## src/rtl/core/sinc_rs_pkg.sv

```systemverilog
// shared types, constants and the sinc coefficient table of the resampler
// no dependencies; imported by every module of the block

package sinc_rs_pkg;

    localparam int SAMPLE_W   = 16;
    localparam int COEF_W     = 16;
    localparam int STEP_W     = 21;
    localparam int PHASE_W    = 22;
    localparam int PHASE_FRAC = 16;
    localparam int TAPS       = 5;
    localparam int PHASES     = 16;
    localparam int ROW_W      = $clog2(PHASES);
    localparam int MAX_OUT    = 16;
    localparam int CNT_W      = $clog2(MAX_OUT);
    localparam int ONE_Q16    = 65536;
    localparam int PROD_W     = SAMPLE_W + COEF_W;
    localparam int ACC_W      = PROD_W + $clog2(TAPS);
    localparam int RND_SHIFT  = 14;
    localparam int RND_BIAS   = 8192;

    typedef logic signed [SAMPLE_W-1:0] sample_t;
    typedef logic signed [COEF_W-1:0]   coef_t;
    typedef logic signed [ACC_W-1:0]    acc_t;
    typedef logic signed [PHASE_W-1:0]  phase_t;

    typedef enum logic [1:0] {
        S_IDLE,
        S_CHECK,
        S_RUN,
        S_EMIT
    } seq_state_t;

    typedef struct packed {
        logic             launch;
        logic [ROW_W-1:0] row;
        logic             load;
        logic             last;
    } seq_ctl_t;

    // truncated sinc, Q2.14; row = fractional phase, column 0 = oldest sample
    localparam coef_t COEF_ROM [PHASES][TAPS] = '{
        '{16'sd0,    16'sd0,     16'sd16384, 16'sd0,     16'sd0    },
        '{16'sd493,  -16'sd958,  16'sd16279, 16'sd1085,  -16'sd525 },
        '{16'sd939,  -16'sd1774, 16'sd15966, 16'sd2281,  -16'sd1064},
        '{16'sd1325, -16'sd2440, 16'sd15453, 16'sd3566,  -16'sd1599},
        '{16'sd1639, -16'sd2950, 16'sd14751, 16'sd4917,  -16'sd2107},
        '{16'sd1875, -16'sd3304, 16'sd13876, 16'sd6307,  -16'sd2570},
        '{16'sd2029, -16'sd3504, 16'sd12849, 16'sd7709,  -16'sd2965},
        '{16'sd2098, -16'sd3558, 16'sd11691, 16'sd9093,  -16'sd3274},
        '{16'sd2086, -16'sd3477, 16'sd10430, 16'sd10430, -16'sd3477},
        '{16'sd1996, -16'sd3274, 16'sd9093,  16'sd11691, -16'sd3558},
        '{16'sd1836, -16'sd2965, 16'sd7709,  16'sd12849, -16'sd3504},
        '{16'sd1613, -16'sd2570, 16'sd6307,  16'sd13876, -16'sd3304},
        '{16'sd1341, -16'sd2107, 16'sd4917,  16'sd14751, -16'sd2950},
        '{16'sd1030, -16'sd1599, 16'sd3566,  16'sd15453, -16'sd2440},
        '{16'sd694,  -16'sd1064, 16'sd2281,  16'sd15966, -16'sd1774},
        '{16'sd346,  -16'sd525,  16'sd1085,  16'sd16279, -16'sd958 }
    };

endpackage

```

## src/rtl/core/sinc_interpolation_resampler_unit.sv

```systemverilog
// truncated-sinc resampler top level: cell row, sequencer, rounding, output register
// an input goes through check, launch, one multiply-accumulate cell per tap and emit
// before its first output is valid; each further output repeats launch, cells and emit;
// stalls hold emit; a new input waits for all N outputs (N up to 16), or the check if none
// reset (rst_n low, async): history zero, phase 1.0, phase_step 1.0, output empty
// depends on sinc_rs_pkg, sinc_rs_cell, sinc_rs_ctrl

module sinc_interpolation_resampler_unit
    import sinc_rs_pkg::*;
(
    input  logic              clk,
    input  logic              rst_n,
    input  logic              cfg_wr_en,
    input  logic [STEP_W-1:0] cfg_wr_data,     // phase_step
    input  logic              s_axis_tvalid,
    output logic              s_axis_tready,
    input  logic [15:0]       s_axis_tdata,    // [15:0] in_sample
    output logic              m_axis_tvalid,
    input  logic              m_axis_tready,
    output logic [15:0]       m_axis_tdata,    // [15:0] out_sample
    output logic              m_axis_tlast     // run_last
);

    localparam int RQ_W = ACC_W + 1 - RND_SHIFT;
    localparam logic signed [RQ_W-1:0] SAT_HI = RQ_W'(2**(SAMPLE_W-1) - 1);
    localparam logic signed [RQ_W-1:0] SAT_LO = RQ_W'(-(2**(SAMPLE_W-1)));

    seq_ctl_t   ctl;
    logic       in_ready;
    logic       in_fire;
    logic       out_free;

    sample_t    hist [TAPS];
    logic       tok  [TAPS+1];
    acc_t       psum [TAPS+1];

    logic signed [ACC_W:0]    biased;
    logic signed [RQ_W-1:0]   rq;
    sample_t                  rounded;

    logic       out_valid_reg;
    logic       out_valid_next;
    sample_t    out_data_reg;
    logic       out_last_reg;

    assign in_fire       = s_axis_tvalid && in_ready;
    assign s_axis_tready = in_ready;
    assign out_free      = !out_valid_reg || m_axis_tready;

    sinc_rs_ctrl u_ctrl (
        .clk         (clk),
        .rst_n       (rst_n),
        .cfg_wr_en   (cfg_wr_en),
        .cfg_wr_data (cfg_wr_data),
        .in_fire     (in_fire),
        .chain_done  (tok[TAPS]),
        .out_free    (out_free),
        .in_ready    (in_ready),
        .ctl         (ctl)
    );

    assign tok[0]  = ctl.launch;
    assign psum[0] = '0;

    // history shifts toward cell 0 (oldest), partial sums run toward the last cell
    for (genvar i = 0; i < TAPS; i++)
    begin : g_cell
        sample_t s_in;
        if (i == TAPS - 1)
        begin : g_head
            assign s_in = sample_t'(s_axis_tdata);
        end
        else
        begin : g_body
            assign s_in = hist[i+1];
        end

        sinc_rs_cell u_cell (
            .clk        (clk),
            .rst_n      (rst_n),
            .shift_en   (in_fire),
            .sample_in  (s_in),
            .sample_out (hist[i]),
            .coef       (COEF_ROM[ctl.row][i]),
            .valid_in   (tok[i]),
            .psum_in    (psum[i]),
            .valid_out  (tok[i+1]),
            .psum_out   (psum[i+1])
        );
    end

    // round half up by floor((acc + bias) / 2^14), then saturate
    always_comb
    begin
        biased = $signed({psum[TAPS][ACC_W-1], psum[TAPS]}) + (ACC_W+1)'(RND_BIAS);
        rq     = biased[ACC_W:RND_SHIFT];
        if (rq > SAT_HI)
            rounded = SAT_HI[SAMPLE_W-1:0];
        else if (rq < SAT_LO)
            rounded = SAT_LO[SAMPLE_W-1:0];
        else
            rounded = rq[SAMPLE_W-1:0];
    end

    always_comb
    begin
        out_valid_next = out_valid_reg;
        if (ctl.load)
            out_valid_next = 1'b1;
        else if (m_axis_tready)
            out_valid_next = 1'b0;
    end

    always_ff @(posedge clk or negedge rst_n)
    begin
        if (!rst_n)
        begin
            out_valid_reg <= 1'b0;
        end
        else
        begin
            out_valid_reg <= out_valid_next;
        end
    end

    always_ff @(posedge clk)
    begin
        if (ctl.load)
        begin
            out_data_reg <= rounded;
            out_last_reg <= ctl.last;
        end
    end

    assign m_axis_tvalid = out_valid_reg;
    assign m_axis_tdata  = out_data_reg;
    assign m_axis_tlast  = out_last_reg;

endmodule

```

## src/rtl/core/sinc_rs_cell.sv

```systemverilog
// one cell of the filter row: holds one history sample, adds its product
// to the partial sum passing through; depends on sinc_rs_pkg

module sinc_rs_cell
    import sinc_rs_pkg::*;
(
    input  logic    clk,
    input  logic    rst_n,
    input  logic    shift_en,
    input  sample_t sample_in,
    output sample_t sample_out,
    input  coef_t   coef,
    input  logic    valid_in,
    input  acc_t    psum_in,
    output logic    valid_out,
    output acc_t    psum_out
);

    sample_t                    sample_reg;
    sample_t                    sample_next;
    logic                       valid_reg;
    acc_t                       psum_reg;
    acc_t                       psum_next;
    logic signed [PROD_W-1:0]   prod;

    always_comb
    begin
        sample_next = shift_en ? sample_in : sample_reg;
        prod        = sample_reg * coef;
        psum_next   = psum_in + acc_t'(prod);
    end

    always_ff @(posedge clk or negedge rst_n)
    begin
        if (!rst_n)
        begin
            sample_reg <= '0;
            valid_reg  <= 1'b0;
        end
        else
        begin
            sample_reg <= sample_next;
            valid_reg  <= valid_in;
        end
    end

    // partial sum only moves with its token, so the last cell holds the result
    always_ff @(posedge clk)
    begin
        if (valid_in)
        begin
            psum_reg <= psum_next;
        end
    end

    assign sample_out = sample_reg;
    assign valid_out  = valid_reg;
    assign psum_out   = psum_reg;

endmodule

```

## src/rtl/core/sinc_rs_ctrl.sv

```systemverilog
// sequencer of the resampler: phase accumulator, step register, output count
// depends on sinc_rs_pkg

module sinc_rs_ctrl
    import sinc_rs_pkg::*;
(
    input  logic              clk,
    input  logic              rst_n,
    input  logic              cfg_wr_en,
    input  logic [STEP_W-1:0] cfg_wr_data,
    input  logic              in_fire,
    input  logic              chain_done,
    input  logic              out_free,
    output logic              in_ready,
    output seq_ctl_t          ctl
);

    localparam logic signed [PHASE_W:0] ONE_X = (PHASE_W+1)'(ONE_Q16);
    localparam logic signed [PHASE_W:0] LO_X  = (PHASE_W+1)'(-(2**(PHASE_W-1)));
    localparam logic signed [PHASE_W:0] HI_X  = (PHASE_W+1)'(2**(PHASE_W-1) - 1);
    localparam phase_t                  ONE_P = PHASE_W'(ONE_Q16);

    seq_state_t             state_reg;
    seq_state_t             state_next;
    phase_t                 phase_reg;
    phase_t                 phase_next;
    logic [STEP_W-1:0]      step_reg;
    logic [STEP_W-1:0]      step_next;
    logic [CNT_W-1:0]       count_reg;
    logic [CNT_W-1:0]       count_next;

    logic signed [PHASE_W:0] dec_wide;
    logic signed [PHASE_W:0] inc_wide;
    phase_t                  phase_dec;
    phase_t                  phase_inc;
    logic                    has_work;
    logic                    is_last;
    logic [ROW_W-1:0]        row;

    always_comb
    begin
        dec_wide = $signed({phase_reg[PHASE_W-1], phase_reg}) - ONE_X;
        inc_wide = $signed({phase_reg[PHASE_W-1], phase_reg})
                   + $signed({2'b00, step_reg});
        phase_dec = (dec_wide < LO_X) ? LO_X[PHASE_W-1:0] : dec_wide[PHASE_W-1:0];
        phase_inc = (inc_wide > HI_X) ? HI_X[PHASE_W-1:0] : inc_wide[PHASE_W-1:0];
        has_work  = (phase_reg < ONE_P);
        // negative or zero phase uses the first row
        row       = (phase_reg > 0) ? phase_reg[PHASE_FRAC-1 -: ROW_W] : '0;
        is_last   = (count_reg == CNT_W'(MAX_OUT - 1)) || (phase_inc >= ONE_P);
    end

    // next state
    always_comb
    begin
        state_next = state_reg;
        case (state_reg)
            S_IDLE:
            begin
                if (in_fire)
                    state_next = S_CHECK;
            end
            S_CHECK:
            begin
                state_next = has_work ? S_RUN : S_IDLE;
            end
            S_RUN:
            begin
                if (chain_done)
                    state_next = S_EMIT;
            end
            S_EMIT:
            begin
                if (out_free)
                    state_next = is_last ? S_IDLE : S_CHECK;
            end
            default:
            begin
                state_next = S_IDLE;
            end
        endcase
    end

    // phase, count and step updates
    always_comb
    begin
        phase_next = phase_reg;
        count_next = count_reg;
        step_next  = cfg_wr_en ? cfg_wr_data : step_reg;
        if (state_reg == S_IDLE && in_fire)
        begin
            phase_next = phase_dec;
            count_next = '0;
        end
        else if (state_reg == S_EMIT && out_free)
        begin
            phase_next = phase_inc;
            count_next = count_reg + 1'b1;
        end
    end

    // outputs
    always_comb
    begin
        in_ready   = (state_reg == S_IDLE);
        ctl.launch = (state_reg == S_CHECK) && has_work;
        ctl.row    = row;
        ctl.load   = (state_reg == S_EMIT) && out_free;
        ctl.last   = is_last;
    end

    always_ff @(posedge clk or negedge rst_n)
    begin
        if (!rst_n)
        begin
            state_reg <= S_IDLE;
            phase_reg <= ONE_P;
            step_reg  <= STEP_W'(ONE_Q16);
            count_reg <= '0;
        end
        else
        begin
            state_reg <= state_next;
            phase_reg <= phase_next;
            step_reg  <= step_next;
            count_reg <= count_next;
        end
    end

endmodule

```

## config.mk

```make
export PLATFORM = sky130hd
export DESIGN_NAME = sinc_interpolation_resampler_unit
export DESIGN_NICKNAME = d
export VERILOG_FILES = /design/src/rtl/core/sinc_rs_pkg.sv /design/src/rtl/core/sinc_interpolation_resampler_unit.sv /design/src/rtl/core/sinc_rs_cell.sv /design/src/rtl/core/sinc_rs_ctrl.sv
export SDC_FILE = /design/constraint.sdc
export NUM_CORES = 2
export LEC_CHECK = 0
export BUFFER_PORTS_ARGS = -buffer_cell sky130_fd_sc_hd__buf_2
export CORE_ASPECT_RATIO = 1.2
export CORE_MARGIN = 2
export CORE_UTILIZATION = 50
export DETAILED_ROUTE_END_ITERATION = 8
export PLACE_DENSITY = 0.65
export SYNTH_ARGS = -nofsm -noshare
export SYNTH_HDL_FRONTEND = slang
export SYNTH_SLANG_ARGS = --single-unit
```

## constraint.sdc

```tcl
create_clock -name clk -period 10 [get_ports clk]
set_input_delay 0.5 -clock clk [delete_from_list [all_inputs] [get_ports clk]]
set_output_delay 0.5 -clock clk [all_outputs]
set_load 0.01 [all_outputs]
```

==> key figures <==
Route
  – Via count: 44000
  – Iteration-0 DRC Markers: 2026
  – Routed len/inst: ~18 um
  – Post-route ant nets: 0
  – Drt first pass iters: 6
  – Via density: around 5.2
  – Final Routed Wirelength: 154000 um
  – DRC viols: 0

Worst setup path
  – CP most frequent cell: fa_1
  – Crit Path Category: reg2reg
  – CP Capture Type: flop
  – CP Launch Type: flop
  – Crit-path max FO: 16
  – Critical Path AT: 9.27 ns
  – Worst-path cell with the longest stage delay: dfrtp_1
  – Critical Path RT: a little over 10 ns
  – Reg-to-Reg Start: u_ctrl.phase_reg[13]
  – CP startpoint: u_ctrl.phase_reg[13]
  – Max incr delay on CP: 0.54 ns

Place
  – # port buffers: 60
  – RePlAce Congestion: 0.889
  – Worst slack at placement: 1.17 ns
  – DP HPWL: 127000 um
  – Dpl cells: 8346

Synthesis
  – Syn Area/Cell: 9.52 um2
  – Yosys warning total: 0
  – Yosys top cell area share: 0.420
  – Area leader, netlist: fa_1
  – Post-synth EDFFs: 174
  – Post-synth net total: 8633
  – Commonest cells in the netlist: 1864 x inv_1, 1345 x fa_1, 671 x nand2_1
  – Flop and latch count out of synthesis: 309
  – Ys flop type: edfxtp_1
  – Largest cells by area after synthesis: fa_1 42%, inv_1 11%, ha_1 9.9%
  – Synth Instances: 6739
  – Sequential area share after synthesis: 0.134
  – Synth cell types: 85
  – Async S/R FF share, synth: 0.437
  – Mapped Area: between 60000 and 70000 um2
  – Most frequent cell after synthesis: inv_1

CTS
  – H-Tree Depth: 2
  – Num CTS Buffers: 40
  – Clock Latency Late Sink: around 0.65 ns
  – Clock transition at path regs: 0.06 ns
  – Root Driver: clkbuf_16
  – Max Root-Sink Buffers: 3
  – Post-CTS setup buffers: 0
  – CTS Hold Buffers Added: 1
  – Clock sinks: 309
  – Post-CTS sizing: 0
  – CTS tree: built

GRT
  – Global-route wire length before repair: 256000 um
  – Largest net degree at the start of global routing: 84
  – Antenna violations before repair: 0
  – Total Routing Usage GR: 0.249
  – GR Layer Usage met3: 0.0204
  – Number of global-route vias before repair: between 40000 and 50000
  – M2 GR Usage: 0.470
  – Met1 usage: 0.286
  – Gr busiest metal: met2
  – Total gr overflow: 0

Timing
  – Final Hold Viols: 0
  – Max-slew headroom: 0.125
  – Final period util: 0.891
  – Clk_skew: 0.0538 ns
  – RSZ-0062 raised after global routing: no
  – Final min period: a little under 9 ns
  – Min Hold Slack: 0.0636 ns
  – Worst setup margin: 1.09 ns
  – Setup violations, final: 0
  – Fmax: 112 MHz
  – Final Slew Violations: 0
  – Setup Total Neg Slack: 0 ns
  – Actual slew at the worst max-slew pin: ~1.3 ns

Outcome
  – Status: completed

Die
  – Top Ports: between 60 and 70
  – Row count: approximately 140
  – Die X: 331 um
  – Core area: 127000 um2
  – Initial Util: 0.505
  – Die height: 396 um
  – Area of the die: roughly 130000 um2

Min path
  – Hold crit path type: in2reg
  – Hold path start: s_axis_tdata[1]

Layout
  – Final nets: 8616
  – Layout Cells excl Fill: 8421
  – Area Overhead vs Synth: 5.91%
  – Fraction of layout cells with a size suffix above 1: 0.0530
  – Max reg flops: 157

Job
  – Max cap viols: 0
-- path summary, 6_finish.rpt --
path	endpoint	slack (ns)	cells after the start
hold reg to reg	u_ctrl.phase_reg[9]	0.51	2
hold / removal	g_cell[4].u_cell.sample_out[1]	0.06	3
min in group asynchronous	u_ctrl.count_reg[2]	0.53	2
max in group asynchronous	g_cell[3].u_cell.valid_out	8.07	3
setup reg to reg	g_cell[2].u_cell.psum_out[34]	1.09	29
setup / recovery	g_cell[2].u_cell.psum_out[34]	1.09	29
-- cell type report --
class	count	area [um2]
fill	11700	59100
multi-input combinational	4348	47800
sequential	309	8610
inverter	1869	7020
tap	1667	2090
clock buffer	50	1090
timing repair buffer	154	1010
clock inverter	23	324
antenna	1	2.50
-- placed cells by master, fill, tap and decap left out, drive strengths merged, types with 29 or more instances in the layout --
cell type and count:
nand3 42, nand2b 43, xnor2 144, nand2 671, nor2b 125, inv 1870, edfxtp 174, o21ai 126
fa 1345, nor3 59, ha 507, xor2 54, a21o 61, and2 420, a21oi 172, nor2 194
and3 29, buf 153, mux2 96, o21a 34, clkbuf 50, dfrtp 133
-- per-stage QoR --
stage	area [um2]	util
floorplan	64200	-
finish	67900	0.535
global placement	66500	0.524
detailed placement	66500	0.524
CTS	67900	0.535
global route	67900	0.535
-- worst max-delay path, delay by kind of cell (launching register included) --
family	cells	cell delay [ns]
AO/OA/AOI/OAI	12	3.01
AND/OR/NAND/NOR	4	1.08
adder cells (fa/ha/maj)	7	3.24
buffers and inverters	5	0.65
XOR/XNOR	1	0.08
flip-flops	1	0.54
-- cells by family (layout without fill, tap and decap cells) --
group	count (synthesis)	count (layout)	synth area share
mux	98	98	0.0172
other cells	0	1	0
fa+ha+maj	1853	1853	0.519
buf+inv	2082	2096	0.122
simple gates	1643	1643	0.126
compound gates	556	556	0.0551
xor+xnor	198	198	0.0270
flops	309	309	0.134
-- per-layer routing --
metal / wire, um / up-vias
met2: 83400 / 909
li1: - / 19900
met1: 58300 / 22800
met5: 0 / -
met4: 6940 / 0
met3: 5060 / 332
Power is left out: the tool's default activity adds up to more than one toggle a clock period on the data nets, which glitch-free logic cannot reach.
